## config.mk

```make
export PLATFORM = sky130hd
export DESIGN_NAME = running_mean_variance_stats_core
export DESIGN_NICKNAME = d
export VERILOG_FILES = /design/src/hdl/rmvs_pkg.sv /design/src/hdl/rmvs_div.sv /design/src/hdl/running_mean_variance_stats_core.sv
export SDC_FILE = /design/constraint.sdc
export NUM_CORES = 2
export LEC_CHECK = 0
export BUFFER_PORTS_ARGS = -buffer_cell sky130_fd_sc_hd__buf_2
export CAP_MARGIN = 10
export CORE_ASPECT_RATIO = 1.25
export CORE_MARGIN = 2
export CORE_UTILIZATION = 63
export CTS_CLUSTER_DIAMETER = 50
export DETAILED_ROUTE_END_ITERATION = 16
export PLACE_DENSITY = 0.92
export SYNTH_ARGS = -nofsm -noshare
export SYNTH_HDL_FRONTEND = slang
export SYNTH_SLANG_ARGS = --single-unit
```

## constraint.sdc

```tcl
create_clock -name i_clk -period 28.2 [get_ports i_clk]
set_clock_uncertainty 0.15 [all_clocks]
set_input_delay 5.64 -clock i_clk [delete_from_list [all_inputs] [get_ports i_clk]]
set_output_delay 5.64 -clock i_clk [all_outputs]
set_load 0.02 [all_outputs]
```

## src/hdl/rmvs_pkg.sv

```systemverilog
// rmvs_pkg: shared types and constants for the running mean / variance core
// no dependencies; imported by rmvs_div, running_mean_variance_stats_core and rmvs_checker
package rmvs_pkg;

    localparam int ACC_BITS = 64;
    localparam int VAR_BITS = 63;

    typedef struct packed {
        logic busy;
        logic done;
        logic rem_nz;
    } t_div_stat;

endpackage

```

## src/hdl/rmvs_div.sv

```systemverilog
// rmvs_div: radix-2 restoring divider, one quotient bit per cycle
// dividend is loaded left aligned; once i_iters quotient bits are shifted in, the register holds the quotient
// depends on rmvs_pkg
module rmvs_div
    import rmvs_pkg::*;
#(
    parameter int DVW = 65,
    parameter int CW = 32,
    localparam int ITW = $clog2(DVW + 1)
) (
    input  logic           i_clk,
    input  logic           i_rst_n,
    input  logic           i_start,
    input  logic [DVW-1:0] i_dividend,
    input  logic [ITW-1:0] i_iters,
    input  logic [CW-1:0]  i_divisor,
    output logic [DVW-1:0] o_quot,
    output t_div_stat      o_stat
);

    logic [DVW-1:0] r_num;
    logic [CW-1:0]  r_rem;
    logic [CW-1:0]  r_den;
    logic [ITW-1:0] r_cnt;
    logic           r_busy;
    logic           r_done;
    logic [CW:0]    w_shift;
    logic [CW:0]    w_diff;
    logic           w_ge;

    assign w_shift = {r_rem, r_num[DVW-1]};
    assign w_diff  = w_shift - {1'b0, r_den};
    assign w_ge    = (w_shift >= {1'b0, r_den});

    always_ff @(posedge i_clk) begin
        if (!i_rst_n) begin
            r_busy <= 1'b0;
            r_done <= 1'b0;
            r_cnt  <= '0;
        end else begin
            r_done <= 1'b0;
            if (i_start) begin
                r_busy <= 1'b1;
                r_cnt  <= i_iters;
            end else if (r_busy) begin
                r_cnt <= r_cnt - ITW'(1);
                if (r_cnt == ITW'(1)) begin
                    r_busy <= 1'b0;
                    r_done <= 1'b1;
                end
            end
        end
    end

    always_ff @(posedge i_clk) begin
        if (i_start) begin
            r_num <= i_dividend;
            r_rem <= '0;
            r_den <= i_divisor;
        end else if (r_busy) begin
            r_num <= {r_num[DVW-2:0], w_ge};
            r_rem <= w_ge ? w_diff[CW-1:0] : w_shift[CW-1:0];
        end
    end

    assign o_quot        = r_num;
    assign o_stat.busy   = r_busy;
    assign o_stat.done   = r_done;
    assign o_stat.rem_nz = |r_rem;

endmodule

```

## src/hdl/running_mean_variance_stats_core.sv

```systemverilog
// running_mean_variance_stats_core: online min, max, sum, count, mean and variance
// results are set by three serial divisions in rmvs_div and a serial square that overlaps
// the first; samples are taken one input beat at a time, and the next beat can be taken
// in the cycle after the result is registered
// the first sample skips the variance division
// synchronous active-low reset restarts the statistics; out_valid drops, in_ready rises
module running_mean_variance_stats_core
    import rmvs_pkg::*;
#(
    parameter int SAMPLE_BITS = 32,
    parameter int COUNT_BITS = 32
) (
    input  logic                          i_clk,
    input  logic                          i_rst_n,
    input  logic                          i_in_valid,
    output logic                          o_in_ready,
    input  logic signed [SAMPLE_BITS-1:0] i_sample,
    output logic                          o_out_valid,
    input  logic                          i_out_ready,
    output logic [COUNT_BITS-1:0]         o_running_count,
    output logic signed [ACC_BITS-1:0]    o_running_sum,
    output logic signed [SAMPLE_BITS-1:0] o_running_mean,
    output logic [VAR_BITS-1:0]           o_running_variance,
    output logic signed [SAMPLE_BITS-1:0] o_smallest_seen,
    output logic signed [SAMPLE_BITS-1:0] o_largest_seen
);

    localparam int GUARD = ((63 - SAMPLE_BITS) < 16) ? (63 - SAMPLE_BITS) : 16;
    localparam int MW    = SAMPLE_BITS + GUARD;
    localparam int MGW   = MW + 1;
    localparam int TW    = 2 * SAMPLE_BITS + 1;
    localparam int DVW   = (TW > ACC_BITS) ? TW : ACC_BITS;
    localparam int IW    = (TW > ACC_BITS) ? TW : ACC_BITS + 1;
    localparam int PW    = 2 * MGW + 1;
    localparam int ITW   = $clog2(DVW + 1);

    localparam logic [2:0] S_IDLE = 3'd0;
    localparam logic [2:0] S_PREP = 3'd1;
    localparam logic [2:0] S_MEAN = 3'd2;
    localparam logic [2:0] S_TDIV = 3'd3;
    localparam logic [2:0] S_ACC  = 3'd4;
    localparam logic [2:0] S_VDIV = 3'd5;
    localparam logic [2:0] S_OUT  = 3'd6;

    localparam logic [ACC_BITS-1:0] SUM_MIN = {1'b1, {(ACC_BITS-1){1'b0}}};

    logic [2:0]                    r_state;
    logic signed [SAMPLE_BITS-1:0] r_min;
    logic signed [SAMPLE_BITS-1:0] r_max;
    logic [ACC_BITS-1:0]           r_sum;
    logic [COUNT_BITS-1:0]         r_count;
    logic [MW-1:0]                 r_mean;
    logic [ACC_BITS-1:0]           r_sq;
    logic [VAR_BITS-1:0]           r_var;
    logic [SAMPLE_BITS-1:0]        r_x;
    logic [MGW-1:0]                r_mag;
    logic                          r_neg;
    logic [PW-1:0]                 r_prod;
    logic [ACC_BITS-1:0]           r_inc;
    logic                          r_ovalid;
    logic [COUNT_BITS-1:0]         r_o_count;
    logic [ACC_BITS-1:0]           r_o_sum;
    logic [SAMPLE_BITS-1:0]        r_o_mean;
    logic [VAR_BITS-1:0]           r_o_var;
    logic [SAMPLE_BITS-1:0]        r_o_min;
    logic [SAMPLE_BITS-1:0]        r_o_max;

    logic                   w_in_beat;
    logic                   w_out_free;
    logic [ACC_BITS-1:0]    w_x64;
    logic [ACC_BITS-1:0]    w_sum;
    logic                   w_sum_ovf;
    logic [MW-1:0]          w_xg;
    logic [MGW-1:0]         w_d;
    logic [MGW-1:0]         w_mag;
    logic [MGW:0]           w_madd;
    logic [MGW-1:0]         w_mnew;
    logic [TW-1:0]          w_t;
    logic [TW-1:0]          w_c;
    logic [IW-1:0]          w_rx;
    logic [ACC_BITS:0]      w_sqsum;
    logic [ACC_BITS-1:0]    n_sq;
    logic [ACC_BITS-1:0]    w_v;
    logic                   w_multi;

    logic                   div_start;
    logic [DVW-1:0]         div_dividend;
    logic [ITW-1:0]         div_iters;
    logic [COUNT_BITS-1:0]  div_divisor;
    logic [DVW-1:0]         div_quot;
    t_div_stat              div_stat;

    assign w_in_beat  = i_in_valid && (r_state == S_IDLE);
    assign w_out_free = !r_ovalid || i_out_ready;
    assign w_multi    = (r_count > COUNT_BITS'(1));

    assign w_x64     = {{(ACC_BITS-SAMPLE_BITS){i_sample[SAMPLE_BITS-1]}}, i_sample};
    assign w_sum     = r_sum + w_x64;
    assign w_sum_ovf = (r_sum[ACC_BITS-1] == w_x64[ACC_BITS-1]) &&
                       (w_sum[ACC_BITS-1] != w_x64[ACC_BITS-1]);

    assign w_xg  = {r_x, {GUARD{1'b0}}};
    assign w_d   = {w_xg[MW-1], w_xg} - {r_mean[MW-1], r_mean};
    assign w_mag = w_d[MGW-1] ? (~w_d + MGW'(1)) : w_d;

    assign w_madd = r_prod[PW-1:MGW] + (r_prod[0] ? {1'b0, r_mag} : {(MGW+1){1'b0}});
    assign w_mnew = r_neg ? ({r_mean[MW-1], r_mean} - div_quot[MGW-1:0])
                          : ({r_mean[MW-1], r_mean} + div_quot[MGW-1:0]);

    assign w_t = r_prod[2*GUARD +: TW];
    assign w_c = div_quot[TW-1:0] + TW'(div_stat.rem_nz);
    assign w_rx = IW'(w_t - w_c);

    assign w_sqsum = {1'b0, r_sq} + {1'b0, r_inc};
    assign n_sq    = w_sqsum[ACC_BITS] ? {ACC_BITS{1'b1}} : w_sqsum[ACC_BITS-1:0];
    assign w_v     = div_quot[ACC_BITS-1:0];

    always_comb begin
        div_start    = 1'b0;
        div_dividend = DVW'(w_mag) << (DVW - MGW);
        div_iters    = ITW'(MGW);
        div_divisor  = r_count;
        unique case (r_state)
            S_PREP: begin
                div_start = 1'b1;
            end
            S_MEAN: begin
                div_start    = div_stat.done;
                div_dividend = DVW'(w_t) << (DVW - TW);
                div_iters    = ITW'(TW);
            end
            S_ACC: begin
                div_start    = w_multi;
                div_dividend = DVW'(n_sq) << (DVW - ACC_BITS);
                div_iters    = ITW'(ACC_BITS);
                div_divisor  = r_count - COUNT_BITS'(1);
            end
            default: begin
                div_start = 1'b0;
            end
        endcase
    end

    rmvs_div #(
        .DVW (DVW),
        .CW  (COUNT_BITS)
    ) u_div (
        .i_clk      (i_clk),
        .i_rst_n    (i_rst_n),
        .i_start    (div_start),
        .i_dividend (div_dividend),
        .i_iters    (div_iters),
        .i_divisor  (div_divisor),
        .o_quot     (div_quot),
        .o_stat     (div_stat)
    );

    // control and statistics
    always_ff @(posedge i_clk) begin
        if (!i_rst_n) begin
            r_state  <= S_IDLE;
            r_ovalid <= 1'b0;
            r_min    <= {1'b0, {(SAMPLE_BITS-1){1'b1}}};
            r_max    <= {1'b1, {(SAMPLE_BITS-1){1'b0}}};
            r_sum    <= '0;
            r_count  <= '0;
            r_mean   <= '0;
            r_sq     <= '0;
            r_var    <= '0;
        end else begin
            if ((r_state == S_OUT) && w_out_free) begin
                r_ovalid <= 1'b1;
            end else if (r_ovalid && i_out_ready) begin
                r_ovalid <= 1'b0;
            end
            unique case (r_state)
                S_IDLE: begin
                    if (w_in_beat) begin
                        if (i_sample < r_min) begin
                            r_min <= i_sample;
                        end
                        if (i_sample > r_max) begin
                            r_max <= i_sample;
                        end
                        if (w_sum_ovf) begin
                            r_sum <= w_x64[ACC_BITS-1] ? SUM_MIN : ~SUM_MIN;
                        end else begin
                            r_sum <= w_sum;
                        end
                        if (r_count != {COUNT_BITS{1'b1}}) begin
                            r_count <= r_count + COUNT_BITS'(1);
                        end
                        r_state <= S_PREP;
                    end
                end
                S_PREP: begin
                    r_state <= S_MEAN;
                end
                S_MEAN: begin
                    if (div_stat.done) begin
                        r_mean  <= w_mnew[MW-1:0];
                        r_state <= S_TDIV;
                    end
                end
                S_TDIV: begin
                    if (div_stat.done) begin
                        r_state <= S_ACC;
                    end
                end
                S_ACC: begin
                    r_sq    <= n_sq;
                    r_state <= w_multi ? S_VDIV : S_OUT;
                end
                S_VDIV: begin
                    if (div_stat.done) begin
                        r_var   <= w_v[ACC_BITS-1] ? {VAR_BITS{1'b1}} : w_v[VAR_BITS-1:0];
                        r_state <= S_OUT;
                    end
                end
                S_OUT: begin
                    if (w_out_free) begin
                        r_state <= S_IDLE;
                    end
                end
                default: begin
                    r_state <= S_IDLE;
                end
            endcase
        end
    end

    // datapath registers
    always_ff @(posedge i_clk) begin
        if (w_in_beat) begin
            r_x <= i_sample;
        end
        if (r_state == S_PREP) begin
            r_mag  <= w_mag;
            r_neg  <= w_d[MGW-1];
            r_prod <= PW'(w_mag);
        end else if ((r_state == S_MEAN) && div_stat.busy) begin
            r_prod <= {w_madd, r_prod[MGW-1:0]} >> 1;
        end
        if ((r_state == S_TDIV) && div_stat.done) begin
            r_inc <= (|w_rx[IW-1:ACC_BITS]) ? {ACC_BITS{1'b1}} : w_rx[ACC_BITS-1:0];
        end
        if ((r_state == S_OUT) && w_out_free) begin
            r_o_count <= r_count;
            r_o_sum   <= r_sum;
            r_o_mean  <= r_mean[MW-1:GUARD];
            r_o_var   <= r_var;
            r_o_min   <= r_min;
            r_o_max   <= r_max;
        end
    end

    assign o_in_ready         = (r_state == S_IDLE);
    assign o_out_valid        = r_ovalid;
    assign o_running_count    = r_o_count;
    assign o_running_sum      = r_o_sum;
    assign o_running_mean     = r_o_mean;
    assign o_running_variance = r_o_var;
    assign o_smallest_seen    = r_o_min;
    assign o_largest_seen     = r_o_max;

endmodule

```

==> metrics.md <==
| Metric | Value |
|---|---|
| Status | finished clean |
| Power, Total | 4.96 mW |
| Worst path top cell family by delay | simple AND/OR/NAND/NOR gates |
| Commonest non-fill, non-tap cell in the layout | nand2_1 |
| Drt total wl | 197000 um |
| Worst path required time | 28.63 ns |
| EDFF count, synth | 547 |
| Num CTS Buffers | 108 |
| Vias | 55300 |
| Clk_lat worst skew | 0.74 ns |
| Clock power frac | 30.0% |
| Final non-filler cell total | 8434 |
| CP max stage delay | 0.76 ns |
| Initial antenna violation count | 5 |
| # DRC | 0 |
| Maxcap violations | 0 |
| RSZ-0062 raised after global routing | no |
| Synth warn | 0 |
| Wire length per cell | 23.4 um |
| Iter 0 DRT Violations | 6552 |
| Yosys cell types | 91 |
| Post-Synthesis Mean Instance Area | 8.88 sq um |
| Die height | 354 um |
| P_leak | 28.2 nW |
| Starting Density | 63.4% |
| Worst hold path class | register to register |
| Reg area | 25000 sq um |
| Pint | 3.13 mW |
| Syn Nets | 7461 |
| Hold_buf cts | 0 |
| Area used by multi-input combinational logic | 33600 sq um |
| Max Fclk | 104 MHz |
| Drt first pass iters | 7 |
| Total gr overflow | 0 |
| Hold Violations, Final | 0 |
| Max Buffers Root-to-Sink | 3 |
| Startpoint Class | input port |
| Post-CTS Setup Inserts | 0 |
| First-pass GRT wire length | 300000 um |
| Synth Flop Type | edfxtp_1 |
| Clock tree root buffer cell | clkbuf_16 |
| DIE WIDTH | 284 um |
| Combinational share of power | 33.6% |
| Critical-path cell list | buf_2 > buf_4 > ha_1 > nand4_1 > or2_2 > nor3_1 > nand2_1 > a21oi_1 > a2111oi_0 > mux2_2 > buf_4 > mux2i_1 > nand2_1 |
| Sequential fraction of design power | 36.5% |
| CTS tree | yes |
| Die ar. | 100000 sq um |
| Filler cell count | 7057 |
| Layout area overhead | 9.81% |
| Setup Viol. Count Final | 0 |
| Post-synthesis async set-or-reset flop share | 0% |
| Cell row count | 128 |
| Final Critical Period | 9.66 ns |
| Most frequent cells in the layout | 686 x nand2_1, 616 x a21oi_1, 547 x edfxtp_1 |
| Setup CP Type | input port to register |
| Post-CTS Resized | 0 |
| Worst VDD drop | 0.0631 mV |
| Setup TNS | 0 ns |
| Overall Global Routing Usage | 38.0% |
| Synth Register Bits | 976 |
| Post-DP HPWL | 143000 um |
| Register area share after synthesis | 40.6% |
| Vias in the first global route | 52700 |
| Switch Pwr | 1.83 mW |
| Top Ports | 293 |
| CTS sink count | 976 |
| Max Slew Vio Count | 0 |
| Cells after DPL | 8226 |
| Clock Pin Slew Worst Setup and Hold Paths | 0.06 ns |
| IO buf count | 292 |
| Gate Count Post-Synth | 6935 |
| Via-to-Cell Ratio | 6.55 |
| CP arrival | 10.09 ns |
| Core area | 97200 sq um |
| Global placer's final weighted congestion | 0.998 |
| CP bufs+invs | 3 |
| Post-Syn Area | 61600 sq um |
| CP Capture Type | register |
| CP max FO | 63 |
| H-tree depth | 3 |
| Layout cells sized above 1 | 8.82% |
| Sw frac | 36.9% |
| Final net count | 7562 |
| Worst path slowest cell | nor3_1 |
| Max-slew headroom | 8.32% |
| Antenna-violating nets left | 0 |
| Largest net degree at the start of global routing | 85 |
| PD cells | 73.3 nW/um^2 |
| Tcrit/Tclk final | 34.3% |
| Measured slew at the worst slew-check pin | 1.37 ns |
==> cell usage after synthesis (all sizes together), types with 12 or more instances <==
library cell,n,area share [%]
xnor2,283,4.0
a31o,20,0.28
nand2,688,4.2
nand2b,58,0.59
and3,75,0.76
nand4,93,0.94
mux2i,38,0.62
buf,37,0.25
nor3b,12,0.15
a221oi,30,0.45
xor2,166,2.4
or2,24,0.24
a21o,240,2.9
o21bai,56,0.68
ha,483,9.8
o21a,49,0.60
nor2,499,3.0
a211oi,82,1.0
and2,108,1.1
or4,20,0.26
o211ai,69,0.84
o21ai,439,3.6
nand3b,12,0.15
o31ai,50,0.65
inv,458,2.8
dfxtp,429,14
a22oi,13,0.16
edfxtp,547,27
o22ai,13,0.13
a21boi,26,0.32
nand3,137,1.1
nor4,52,0.54
o221ai,26,0.37
a21oi,616,5.0
o41ai,12,0.17
nor2b,37,0.38
a2111oi,22,0.34
a31oi,83,0.84
clkbuf,317,1.9
and4,25,0.36
nor3,268,2.2
or3,54,0.56
a211o,17,0.24
==> power by group through the flow <==
stage | sequential (mW) | combinational, mW | clock [mW]
after floorplan | 1.76 | 1.23 | 0
after global placement | 1.82 | 1.56 | 0
after detailed placement | 1.82 | 1.60 | 0
after CTS | 1.80 | 1.62 | 1.49
after global routing | 1.81 | 1.82 | 1.54
final | 1.81 | 1.66 | 1.49
==> worst reg2reg max path, stage by stage (launching register included) <==
cell,delay [ns]
dfxtp_1,0.34
nor4_1,0.54
nand4_1,0.24
or2_2,0.53
fa_1,0.53
inv_1,0.08
ha_1,0.16
nor2_1,0.06
fa_1,0.42
a21bo_2,0.27
a22o_1,0.22
o211ai_1,0.45
o2111ai_1,0.38
a2111oi_0,1.02
o31ai_1,0.26
a21oi_1,0.34
nor4_1,0.11
o21bai_1,0.23
xnor2_2,0.15
buf_4,0.56
nand2_1,0.26
==> cells by family (layout without fill, tap and decap cells) <==
family	count (synthesis)	count (layout)	share of synthesized area (%)
AO/OA/AOI/OAI	1973	1973	20.3
XOR/XNOR	449	449	6.38
adder cells (fa/ha/maj)	490	490	10.0
buffers and inverters	812	1009	4.97
flip-flops	976	976	40.6
multiplexers	46	46	0.764
other	0	2	0
AND/OR/NAND/NOR	2189	2189	17.0
==> cell type report <==
type	count	share of cell area, %
multi-input combinational	5147	49.7
sequential	976	37.0
clock buffer	134	4.43
timing repair buffer	345	2.75
inverter	458	2.56
tap	1300	2.40
clock inverter	72	1.17
antenna	2	0.00740
==> per-layer routing <==
metal	part of all wire, %	up-vias	global-route usage (%)
li1	-	25400	-
met1	36	26000	44.7
met2	47	3156	63.2
met4	8.2	4	26.4
met3	9.5	766	6.91
met5	0.015	-	0
==> state kept, by name, indices dropped and copies added (netlist names), 48 cells and up <==
signal	flops
o_running_sum	64
o_running_variance	63
r_inc	64
r_mag	49
r_mean	48
r_prod	98
r_sq	64
r_sum	64
r_var	63
u_div.o_quot	65
==> stage by stage <==
step | hold WS (ns) | instance area [sq um] | util (%) | setup WS, ns
detailed placement | 0.264 | 63900 | 65.7 | 17.96
CTS | 0.264 | 67600 | 69.6 | 18.72
floorplan | 0.256 | 61600 | - | 3.98
finish | 0.265 | 67700 | 69.6 | 18.54
global route | 0.284 | 67600 | 69.6 | 18.58
global placement | 0.263 | 63900 | 65.7 | 17.99
==> path summary, 6_finish.rpt <==
| check | startpoint | endpoint | slack, ns | cells past startpoint |
|---|---|---|---|---|
| min | r_var[13] | o_running_variance[13] | 0.27 | 0 |
| min reg2reg | r_var[13] | o_running_variance[13] | 0.27 | 0 |
| max | i_sample[31] | r_max[31] | 18.54 | 13 |
| max reg2reg | u_div.r_rem[16] | r_inc[3] | 20.64 | 20 |
Note: power is estimated with default switching activity, not from simulation.
